`src/hdl/cam_iv_pkg.sv`:
```
// cam_iv_pkg.sv: shared types and constants of the camera intervalometer sequencer
`timescale 1ns / 1ps

package cam_iv_pkg;

    localparam int unsigned TimeW      = 23;
    localparam int unsigned PhaseW     = 24;
    localparam int unsigned CountW     = 8;
    localparam int unsigned CmdW       = 3;
    localparam int unsigned CfgIndexW  = 3;
    localparam int unsigned InDataW    = 8;
    localparam int unsigned OutDataW   = 8;
    localparam int unsigned BlinkPeriodDefault = 400;

    // command codes; the two unused codes are ignored
    localparam logic [CmdW-1:0] CMD_NONE     = 3'd0;
    localparam logic [CmdW-1:0] CMD_START    = 3'd1;
    localparam logic [CmdW-1:0] CMD_START_ND = 3'd2;
    localparam logic [CmdW-1:0] CMD_HOLD     = 3'd3;
    localparam logic [CmdW-1:0] CMD_STOP     = 3'd4;
    localparam logic [CmdW-1:0] CMD_TOGGLE   = 3'd5;

    // configuration register indexes
    localparam logic [CfgIndexW-1:0] REG_START_DELAY = 3'd0;
    localparam logic [CfgIndexW-1:0] REG_SHOT_COUNT  = 3'd1;
    localparam logic [CfgIndexW-1:0] REG_INTERVAL    = 3'd2;
    localparam logic [CfgIndexW-1:0] REG_FOCUS       = 3'd3;
    localparam logic [CfgIndexW-1:0] REG_TRIGGER     = 3'd4;

    typedef struct packed {
        logic [TimeW-1:0]  start_delay_ms;
        logic [CountW-1:0] shot_count;
        logic [TimeW-1:0]  interval_ms;
        logic [TimeW-1:0]  focus_ms;
        logic [TimeW-1:0]  trigger_ms;
    } t_cfg;

    typedef struct packed {
        logic run_active;
        logic led_pin;
        logic waiting_flag;
        logic trigger_pin;
        logic focus_pin;
    } t_result;

endpackage

```
`src/hdl/cam_iv_cfg.sv`:
```
// cam_iv_cfg.sv: configuration register file of the intervalometer
`timescale 1ns / 1ps

module cam_iv_cfg (
    input  logic                                i_clk,
    input  logic                                i_rst_n,
    input  logic                                i_wr_en,
    input  logic [cam_iv_pkg::CfgIndexW-1:0]    i_index,
    input  logic [cam_iv_pkg::TimeW-1:0]        i_wdata,
    output cam_iv_pkg::t_cfg                    o_cfg
);

    cam_iv_pkg::t_cfg r_cfg;

    always_ff @(posedge i_clk) begin
        if (!i_rst_n) begin
            r_cfg.start_delay_ms <= '0;
            r_cfg.shot_count     <= cam_iv_pkg::CountW'(1);
            r_cfg.interval_ms    <= '0;
            r_cfg.focus_ms       <= '0;
            r_cfg.trigger_ms     <= '0;
        end else if (i_wr_en) begin
            unique case (i_index)
                cam_iv_pkg::REG_START_DELAY: r_cfg.start_delay_ms <= i_wdata;
                cam_iv_pkg::REG_SHOT_COUNT:  r_cfg.shot_count <= i_wdata[cam_iv_pkg::CountW-1:0];
                cam_iv_pkg::REG_INTERVAL:    r_cfg.interval_ms <= i_wdata;
                cam_iv_pkg::REG_FOCUS:       r_cfg.focus_ms <= i_wdata;
                cam_iv_pkg::REG_TRIGGER:     r_cfg.trigger_ms <= i_wdata;
                default: ;
            endcase
        end
    end

    assign o_cfg = r_cfg;

endmodule

```
`src/hdl/cam_iv_core.sv`:
```
// cam_iv_core.sv: sequencer state and the per-tick update
`timescale 1ns / 1ps

module cam_iv_core #(
    parameter int unsigned BLINK_PERIOD = cam_iv_pkg::BlinkPeriodDefault
) (
    input  logic                            i_clk,
    input  logic                            i_rst_n,
    input  logic                            i_en,
    input  logic [cam_iv_pkg::CmdW-1:0]     i_cmd,
    input  logic                            i_hold_trigger,
    input  logic                            i_hold_focus,
    input  cam_iv_pkg::t_cfg                i_cfg,
    output cam_iv_pkg::t_result             o_res
);

    localparam int unsigned BW = (BLINK_PERIOD > 2) ? $clog2(BLINK_PERIOD) : 1;
    localparam logic [BW-1:0] BlinkHalf   = BW'(BLINK_PERIOD / 2);
    localparam logic [BW:0]   BlinkPeriod = (BW + 1)'(BLINK_PERIOD);

    localparam int unsigned TW = cam_iv_pkg::TimeW;
    localparam int unsigned PW = cam_iv_pkg::PhaseW;
    localparam int unsigned CW = cam_iv_pkg::CountW;

    logic          r_active, n_active;
    logic          r_in_delay, n_in_delay;
    logic [TW-1:0] r_delay_count, n_delay_count;
    logic [PW-1:0] r_phase_count, n_phase_count;
    logic [CW-1:0] r_shot_index, n_shot_index;
    logic          r_remote_hold, n_remote_hold;
    logic [BW-1:0] r_blink_count, n_blink_count;
    logic          r_blink_started, n_blink_started;

    always_comb begin
        logic          v_trig;
        logic          v_foc;
        logic          v_wait;
        logic          v_led;
        logic          v_shot_phase;
        logic [PW-1:0] v_ft;
        logic [PW-1:0] v_ivl;
        logic [CW-1:0] v_last;
        logic [BW:0]   v_blink_inc;

        n_active        = r_active;
        n_in_delay      = r_in_delay;
        n_delay_count   = r_delay_count;
        n_phase_count   = r_phase_count;
        n_shot_index    = r_shot_index;
        n_remote_hold   = r_remote_hold;
        n_blink_count   = r_blink_count;
        n_blink_started = r_blink_started;
        v_trig          = i_hold_trigger;
        v_foc           = i_hold_focus;
        v_wait          = 1'b0;
        v_shot_phase    = 1'b0;
        v_blink_inc     = '0;

        unique case (i_cmd)
            cam_iv_pkg::CMD_START, cam_iv_pkg::CMD_START_ND, cam_iv_pkg::CMD_HOLD: begin
                n_active      = 1'b1;
                n_in_delay    = (i_cmd != cam_iv_pkg::CMD_START_ND);
                n_delay_count = '0;
                n_phase_count = '0;
                n_shot_index  = '0;
                if (i_cmd == cam_iv_pkg::CMD_HOLD) begin
                    n_remote_hold = 1'b1;
                end
            end
            cam_iv_pkg::CMD_STOP: begin
                n_active      = 1'b0;
                n_remote_hold = 1'b0;
            end
            cam_iv_pkg::CMD_TOGGLE: begin
                if (r_active) begin
                    n_active = 1'b0;
                end else begin
                    n_active      = 1'b1;
                    n_in_delay    = 1'b1;
                    n_delay_count = '0;
                    n_phase_count = '0;
                    n_shot_index  = '0;
                end
                n_remote_hold = 1'b0;
            end
            default: ;
        endcase

        v_trig = v_trig | n_remote_hold;

        // effective interval and last shot index
        v_ft   = {1'b0, i_cfg.focus_ms} + {1'b0, i_cfg.trigger_ms};
        v_ivl  = ({1'b0, i_cfg.interval_ms} > v_ft) ? {1'b0, i_cfg.interval_ms} : v_ft;
        v_last = (i_cfg.shot_count != '0) ? i_cfg.shot_count - CW'(1) : '0;

        if (n_active) begin
            v_shot_phase = 1'b1;
            if (n_in_delay) begin
                if (n_delay_count < i_cfg.start_delay_ms) begin
                    v_wait        = 1'b1;
                    n_delay_count = n_delay_count + TW'(1);
                    v_shot_phase  = 1'b0;
                end else begin
                    n_in_delay = 1'b0;
                end
            end
            if (v_shot_phase) begin
                if ((n_shot_index > v_last) ||
                    ((n_shot_index == v_last) && (n_phase_count >= v_ft))) begin
                    n_active = 1'b0;
                end else begin
                    if (n_phase_count < {1'b0, i_cfg.focus_ms}) begin
                        v_foc = 1'b1;
                    end else if (n_phase_count < v_ft) begin
                        v_trig = 1'b1;
                    end else begin
                        v_wait = 1'b1;
                    end
                    n_phase_count = n_phase_count + PW'(1);
                    if (n_phase_count >= v_ivl) begin
                        n_phase_count = '0;
                        n_shot_index  = n_shot_index + CW'(1);
                    end
                end
            end
        end

        // blink phase starts on the first waiting tick and then free-runs
        if (v_wait && !n_blink_started) begin
            n_blink_started = 1'b1;
            n_blink_count   = '0;
        end

        v_led = v_wait ? (n_blink_count >= BlinkHalf) : !v_trig;

        if (n_blink_started) begin
            v_blink_inc   = {1'b0, n_blink_count} + (BW + 1)'(1);
            n_blink_count = (v_blink_inc >= BlinkPeriod) ? '0 : v_blink_inc[BW-1:0];
        end

        o_res.focus_pin    = v_foc | v_trig;
        o_res.trigger_pin  = v_trig;
        o_res.waiting_flag = v_wait;
        o_res.led_pin      = v_led;
        o_res.run_active   = n_active;
    end

    always_ff @(posedge i_clk) begin
        if (!i_rst_n) begin
            r_active        <= 1'b0;
            r_in_delay      <= 1'b0;
            r_delay_count   <= '0;
            r_phase_count   <= '0;
            r_shot_index    <= '0;
            r_remote_hold   <= 1'b0;
            r_blink_count   <= '0;
            r_blink_started <= 1'b0;
        end else if (i_en) begin
            r_active        <= n_active;
            r_in_delay      <= n_in_delay;
            r_delay_count   <= n_delay_count;
            r_phase_count   <= n_phase_count;
            r_shot_index    <= n_shot_index;
            r_remote_hold   <= n_remote_hold;
            r_blink_count   <= n_blink_count;
            r_blink_started <= n_blink_started;
        end
    end

    a_blink_sticky: assert property (@(posedge i_clk) disable iff (!i_rst_n)
        r_blink_started |=> r_blink_started)
        else $error("blink phase lost its start");

    a_blink_range: assert property (@(posedge i_clk) disable iff (!i_rst_n)
        {1'b0, r_blink_count} < BlinkPeriod)
        else $error("blink counter out of range");

    a_stop_ends_run: assert property (@(posedge i_clk) disable iff (!i_rst_n)
        i_en && (i_cmd == cam_iv_pkg::CMD_STOP) |=> !r_active && !r_remote_hold)
        else $error("stop did not end the run");

endmodule

```
`src/hdl/camera_intervalometer_sequencer.sv`:
```
// camera_intervalometer_sequencer.sv: top level with input and result registers
// a tick transfer lands in the input register; its result moves into the result
// register once that is free or drains, and is shown on the master side from there
// throughput: one tick per clock while results drain; the state updates once per tick
// reset: synchronous active-low clears run state, blink phase, both pipeline
// registers and the configuration (shot count returns to one)
`timescale 1ns / 1ps

module camera_intervalometer_sequencer #(
    parameter int unsigned BLINK_PERIOD = cam_iv_pkg::BlinkPeriodDefault
) (
    input  logic                                i_clk,
    input  logic                                i_rst_n,
    input  logic                                s_axis_tvalid,
    output logic                                s_axis_tready,
    // [2:0] cmd, [3] hold_trigger, [4] hold_focus, [7:5] zero
    input  logic [cam_iv_pkg::InDataW-1:0]      s_axis_tdata,
    output logic                                m_axis_tvalid,
    input  logic                                m_axis_tready,
    // [0] focus_pin, [1] trigger_pin, [2] waiting_flag, [3] led_pin,
    // [4] run_active, [7:5] zero
    output logic [cam_iv_pkg::OutDataW-1:0]     m_axis_tdata,
    input  logic                                i_cfg_wr_en,
    input  logic [cam_iv_pkg::CfgIndexW-1:0]    i_cfg_index,
    input  logic [cam_iv_pkg::TimeW-1:0]        i_cfg_wdata
);

    logic                           r_in_valid;
    logic [cam_iv_pkg::CmdW-1:0]    r_cmd;
    logic                           r_hold_trigger;
    logic                           r_hold_focus;
    logic                           r_out_valid;
    cam_iv_pkg::t_result            r_res;

    cam_iv_pkg::t_cfg               w_cfg;
    cam_iv_pkg::t_result            w_res;
    logic                           w_adv;

    // the input register moves on whenever the result register is free or drains
    assign w_adv         = r_in_valid && (!r_out_valid || m_axis_tready);
    assign s_axis_tready = !r_in_valid || w_adv;

    always_ff @(posedge i_clk) begin
        if (!i_rst_n) begin
            r_in_valid <= 1'b0;
        end else if (s_axis_tready) begin
            r_in_valid <= s_axis_tvalid;
        end
    end

    always_ff @(posedge i_clk) begin
        if (s_axis_tvalid && s_axis_tready) begin
            r_cmd          <= s_axis_tdata[2:0];
            r_hold_trigger <= s_axis_tdata[3];
            r_hold_focus   <= s_axis_tdata[4];
        end
    end

    cam_iv_cfg u_cfg (
        .i_clk   (i_clk),
        .i_rst_n (i_rst_n),
        .i_wr_en (i_cfg_wr_en),
        .i_index (i_cfg_index),
        .i_wdata (i_cfg_wdata),
        .o_cfg   (w_cfg)
    );

    cam_iv_core #(
        .BLINK_PERIOD (BLINK_PERIOD)
    ) u_core (
        .i_clk          (i_clk),
        .i_rst_n        (i_rst_n),
        .i_en           (w_adv),
        .i_cmd          (r_cmd),
        .i_hold_trigger (r_hold_trigger),
        .i_hold_focus   (r_hold_focus),
        .i_cfg          (w_cfg),
        .o_res          (w_res)
    );

    always_ff @(posedge i_clk) begin
        if (!i_rst_n) begin
            r_out_valid <= 1'b0;
        end else if (w_adv) begin
            r_out_valid <= 1'b1;
        end else if (m_axis_tready) begin
            r_out_valid <= 1'b0;
        end
    end

    always_ff @(posedge i_clk) begin
        if (w_adv) begin
            r_res <= w_res;
        end
    end

    assign m_axis_tvalid = r_out_valid;
    assign m_axis_tdata  = {3'b000, r_res.run_active, r_res.led_pin, r_res.waiting_flag,
                            r_res.trigger_pin, r_res.focus_pin};

    a_wait_in_run: assert property (@(posedge i_clk) disable iff (!i_rst_n)
        r_out_valid && r_res.waiting_flag |-> r_res.run_active)
        else $error("waiting reported outside a run");

    a_trigger_focus: assert property (@(posedge i_clk) disable iff (!i_rst_n)
        r_out_valid && r_res.trigger_pin |-> r_res.focus_pin)
        else $error("trigger without focus line");

    a_no_drop: assert property (@(posedge i_clk) disable iff (!i_rst_n)
        r_in_valid && !w_adv |=> r_in_valid && $stable(r_cmd))
        else $error("pending tick dropped from the input register");

endmodule

```
`config.mk`:
```
export PLATFORM = sky130hd
export DESIGN_NAME = camera_intervalometer_sequencer
export DESIGN_NICKNAME = d
export VERILOG_FILES = /design/src/hdl/cam_iv_pkg.sv /design/src/hdl/cam_iv_cfg.sv /design/src/hdl/cam_iv_core.sv /design/src/hdl/camera_intervalometer_sequencer.sv
export SDC_FILE = /design/constraint.sdc
export NUM_CORES = 1
export LEC_CHECK = 0
export BUFFER_PORTS_ARGS = -buffer_cell sky130_fd_sc_hd__buf_2
export CORE_MARGIN = 2
export CORE_UTILIZATION = 30
export CTS_CLUSTER_SIZE = 20
export DETAILED_ROUTE_END_ITERATION = 6
export PLACE_DENSITY = 0.53
export SLEW_MARGIN = 40
export SYNTH_ARGS = -nofsm -noshare
export SYNTH_HDL_FRONTEND = slang
export SYNTH_HIERARCHICAL = 1
export SYNTH_SLANG_ARGS = --single-unit
```
`constraint.sdc`:
```
create_clock -name i_clk -period 15.4 [get_ports i_clk]
set_clock_uncertainty 0.05 [all_clocks]
set_input_delay 0 -clock i_clk [delete_from_list [all_inputs] [get_ports i_clk]]
set_output_delay 0 -clock i_clk [all_outputs]
set_load 0.03 [all_outputs]
```
==> metrics.yaml <==
worst_setup_path:
  worst_setup_path_start_kind: "flip-flop"
  crit_path_max_incr_delay_ps: 740
  worst-setup-path-type: "flip-flop to flip-flop"
  critPathMostFrequentCell: "sky130_fd_sc_hd__a21o_1"
  required_ps: 15700
  worst-endpoint-arrival_ps: 8110
  critical_path_buf_inv_count: 0
  critPathTopFamily: "compound AO/OA/AOI/OAI gates"
  worst-path-max-fanout: 23
  critical_path.endpoint_type: "flip-flop"
  critical_path.slowest_cell: "sky130_fd_sc_hd__o2111a_2"
yosys:
  synth_enable_flop_cells: 10
  synth_area_sq_um: 13300
  largest_area_contributor_in_the_netlist: "sky130_fd_sc_hd__dfxtp_1"
  ys_async_sr_fraction: 0
  synthDistinctLibCells: 103
  synth.ff_latch_count: 180
  synth.top_cells.by_area: "sky130_fd_sc_hd__dfxtp_1 (26%), sky130_fd_sc_hd__ha_1 (14%), sky130_fd_sc_hd__mux2i_1 (8.0%)"
  ys_seq_area_frac: 0.278
  postSynth.topFlopCell: "sky130_fd_sc_hd__dfxtp_1"
  synth_common_cells: "sky130_fd_sc_hd__nand2_1 (250), sky130_fd_sc_hd__dfxtp_1 (170), sky130_fd_sc_hd__ha_1 (148)"
  yosys.cell_count.top_type: "sky130_fd_sc_hd__nand2_1"
  yosysWarningCount: 6
  postSynthAreaPerCell_sq_um: 8.45
  netlist.area_leader.share: 0.255
  synth_cells: 1578
power:
  combPwrFrac: 0.201
  internal-power_w: 0.000796
  net_sw_power_w: 0.000374
  peakVddDrop_mv: 0.0761
  cellLeakagePower_nw: 6.33
  powerDensity_nw_per_um2: 78.5
  seq_power_share: 0.418
  clock_power_share: 0.381
  power.switching_fraction: 0.320
final_layout:
  final_area_sq_um: 14900
  multi_input_area_sq_um: 8870
  n_antenna_cell: 0
  final_layout_size_suffix_gt1_frac: 0.0946
  layout.nets: 1803
  regArea_sq_um: 3700
  synthToLayoutAreaGrowth_pct: 11.9
  fillers: 4615
die:
  dieArea_sq_um: 46100
  die_w_um: 215
  core_area_sq_um: 44000
  core.rowCount: 77
  boundaryPins: 49
  initial_core_util: 0.303
  die_height_um: 215
global_route:
  first_global_vias: 10900
  grt_pass1_wl_um: 59600
  grt_overflow: 0
  pin_count_of_the_biggest_net_entering_global_routing: 70
  grt_busiest_layer: "met2"
  antenna_found_initial: 0
  use_met2: 0.269
  met3_usage: 0.0191
  gr-usage-all-layers: 0.163
  grt_use_met1: 0.225
timing:
  timing.final.setup_violations: 0
  setup_total_negative_slack_ps: 0
  maxSlewViolCount: 0
  unrepaired_setup_endpoints_after_global_routing: "no"
  actual_slew_at_the_worst_max_slew_pin_ps: 863
  report.final.hold_viol_count: 0
  slew_headroom: 0.422
  min_period_ps: 7800
  finalCritPeriodShare: 0.507
  max_freq_mhz: 128
clocking:
  cts_setup_buffers: 0
  maximum_number_of_buffers_from_clock_root_to_sink: 2
  worstSkewPairLatency_ps: 450
  ctsHtreeMaxLevel: 4
  tritoncts_clock_tree: "built"
  cts_resized: 0
  sink_count_of_the_clock_tree: 180
  clk_pin_slew_ps: 70
  cts.root.buffer_cell: "sky130_fd_sc_hd__clkbuf_16"
  numCtsBuffers: 17
job:
  maxCapViolations: 0
worst_hold_path:
  hold_class: "input port to flip-flop"
route:
  wl_per_cell_um: 17.0
  route.final.wire_length_um: 37600
  vias_per_cell: 5.07
  drt_drc_violations_left: 0
  num_vias: 11300
  drtAntennaViolNets: 0
  dr.pass1.iters: 5
  drt_iter0_drc: 638
place:
  place.gp.congestion: 0.864
  placed_area_sq_um: 14000
  dp.final_hpwl_um: 29000
  io_buffers: 42
outcome:
  status: "finished clean"
## cell usage in the layout, fill, tap and decap left out, types with 5 or more instances in the layout
| cell | Yosys | routed |
|---|---|---|
| sky130_fd_sc_hd__o211ai_1 | 9 | 9 |
| sky130_fd_sc_hd__buf_4 | 8 | 10 |
| sky130_fd_sc_hd__and3_1 | 22 | 22 |
| sky130_fd_sc_hd__buf_2 | 16 | 41 |
| sky130_fd_sc_hd__o21a_1 | 15 | 15 |
| sky130_fd_sc_hd__clkbuf_16 | 0 | 17 |
| sky130_fd_sc_hd__nand4_1 | 24 | 24 |
| sky130_fd_sc_hd__nand3_1 | 50 | 50 |
| sky130_fd_sc_hd__o21ai_1 | 25 | 25 |
| sky130_fd_sc_hd__nor2_1 | 87 | 87 |
| sky130_fd_sc_hd__a31oi_1 | 5 | 5 |
| sky130_fd_sc_hd__a21o_1 | 24 | 24 |
| sky130_fd_sc_hd__inv_1 | 111 | 111 |
| sky130_fd_sc_hd__nor4_1 | 6 | 6 |
| sky130_fd_sc_hd__a211oi_1 | 12 | 12 |
| sky130_fd_sc_hd__mux2i_1 | 107 | 107 |
| sky130_fd_sc_hd__and4_1 | 7 | 7 |
| sky130_fd_sc_hd__mux2_4 | 17 | 17 |
| sky130_fd_sc_hd__edfxtp_1 | 10 | 10 |
| sky130_fd_sc_hd__ha_1 | 148 | 148 |
| sky130_fd_sc_hd__nor3b_1 | 8 | 8 |
| sky130_fd_sc_hd__xnor2_1 | 42 | 42 |
| sky130_fd_sc_hd__nand2b_1 | 9 | 9 |
| sky130_fd_sc_hd__a211o_1 | 8 | 8 |
| sky130_fd_sc_hd__nor2b_1 | 17 | 16 |
| sky130_fd_sc_hd__a21oi_1 | 70 | 70 |
| sky130_fd_sc_hd__xor2_1 | 23 | 23 |
| sky130_fd_sc_hd__o21ai_0 | 38 | 38 |
| sky130_fd_sc_hd__o2111ai_1 | 8 | 8 |
| sky130_fd_sc_hd__dfxtp_1 | 170 | 170 |
| sky130_fd_sc_hd__nor3_1 | 22 | 22 |
| sky130_fd_sc_hd__o31ai_1 | 8 | 8 |
| sky130_fd_sc_hd__and2_1 | 40 | 40 |
| sky130_fd_sc_hd__nand2_1 | 250 | 250 |
| sky130_fd_sc_hd__dlygate4sd3_1 | 0 | 30 |
## final timing paths
path | from | endpoint | slack (ps) | cells after the start
hold reg to reg | u_cfg/o_cfg[86] | u_cfg/o_cfg[86] | 410 | 2
setup / recovery | u_cfg/o_cfg[8] | u_core/r_phase_count[6] | 7600 | 25
setup reg to reg | u_cfg/o_cfg[8] | u_core/r_phase_count[6] | 7600 | 25
hold / removal | i_cfg_wdata[3] | u_cfg/o_cfg[26] | 30 | 3
## logic make-up (layout without fill, tap and decap cells)
group                      Yosys count  in the layout  synth area share
AOI/OAI and AO/OA                  292            292             0.156
other                                1              3          0.000281
adders and majority gates          150            150             0.141
buffers and inverters              178            226            0.0595
and+or+nand+nor                    582            582             0.216
DFF                                180            180             0.278
muxes                              127            127             0.102
xor gates and xnor gates            68             68            0.0469
## worst register-to-register path, delay by kind of cell, from the launching register on
| family | cells | cell delay [ps] |
|---|---|---|
| simple gates | 6 | 1360 |
| fa+ha+maj | 3 | 900 |
| mux | 1 | 370 |
| xor+xnor | 1 | 290 |
| compound gates | 14 | 4380 |
| flops | 1 | 330 |
## power by group through the flow
stage	combinational [W]	sequential (W)	clock [W]
3_3_place_gp	0.000223	0.000500	0
4_1_cts	0.000232	0.000489	0.000458
3_5_place_dp	0.000225	0.000500	0
2_1_floorplan	0.000165	0.000499	0
5_1_grt	0.000253	0.000491	0.000477
6_report	0.000236	0.000490	0.000446
## registers in the layout, indices dropped and copies added, names as in the netlist, 3 cells and up
name,flops
u_core/r_delay_count,23
m_axis_tdata,5
u_core/r_phase_count,24
u_core/r_shot_index,8
r_cmd,3
u_cfg/o_cfg,100
u_core/r_blink_count,9
## metal layers
metal / up-vias / share of wire / wire (um)
met3: 27 / 0.029 / 1100
met2: 177 / 0.45 / 17100
met1: 5406 / 0.50 / 18900
met4: 0 / 0.016 / 584
met5: - / 0 / 0
li1: 5646 / - / -
## per-stage QoR
stage                     std cells  hold slack, ps  worst slack [ps]  power, W  utilization
after CTS                      2219            8.32              7690   0.00118        0.338
after detailed placement       2157             130              7740  0.000726        0.318
after global routing           2220            43.0              7220   0.00122        0.339
after floorplan                1580            48.9              8780  0.000664            -
after global placement         2157             130              7750  0.000723        0.318
final                          2220            29.6              7600   0.00117        0.339
## cell type report
type	instances	area share
repair buffers	82	0.0397
flip-flops and latches	180	0.248
clock buffers	17	0.0285
well taps	592	0.0497
clock inverters	15	0.0108
multi-input cells	1222	0.595
inverters	112	0.0282
## repair_timing
item / in CTS / in global routing
hold buffers: 30 / 0
endpoints found under the hold margin: 101 / 0
endpoints found under the setup margin: 0 / 0
(Power assumes the default switching activity.)
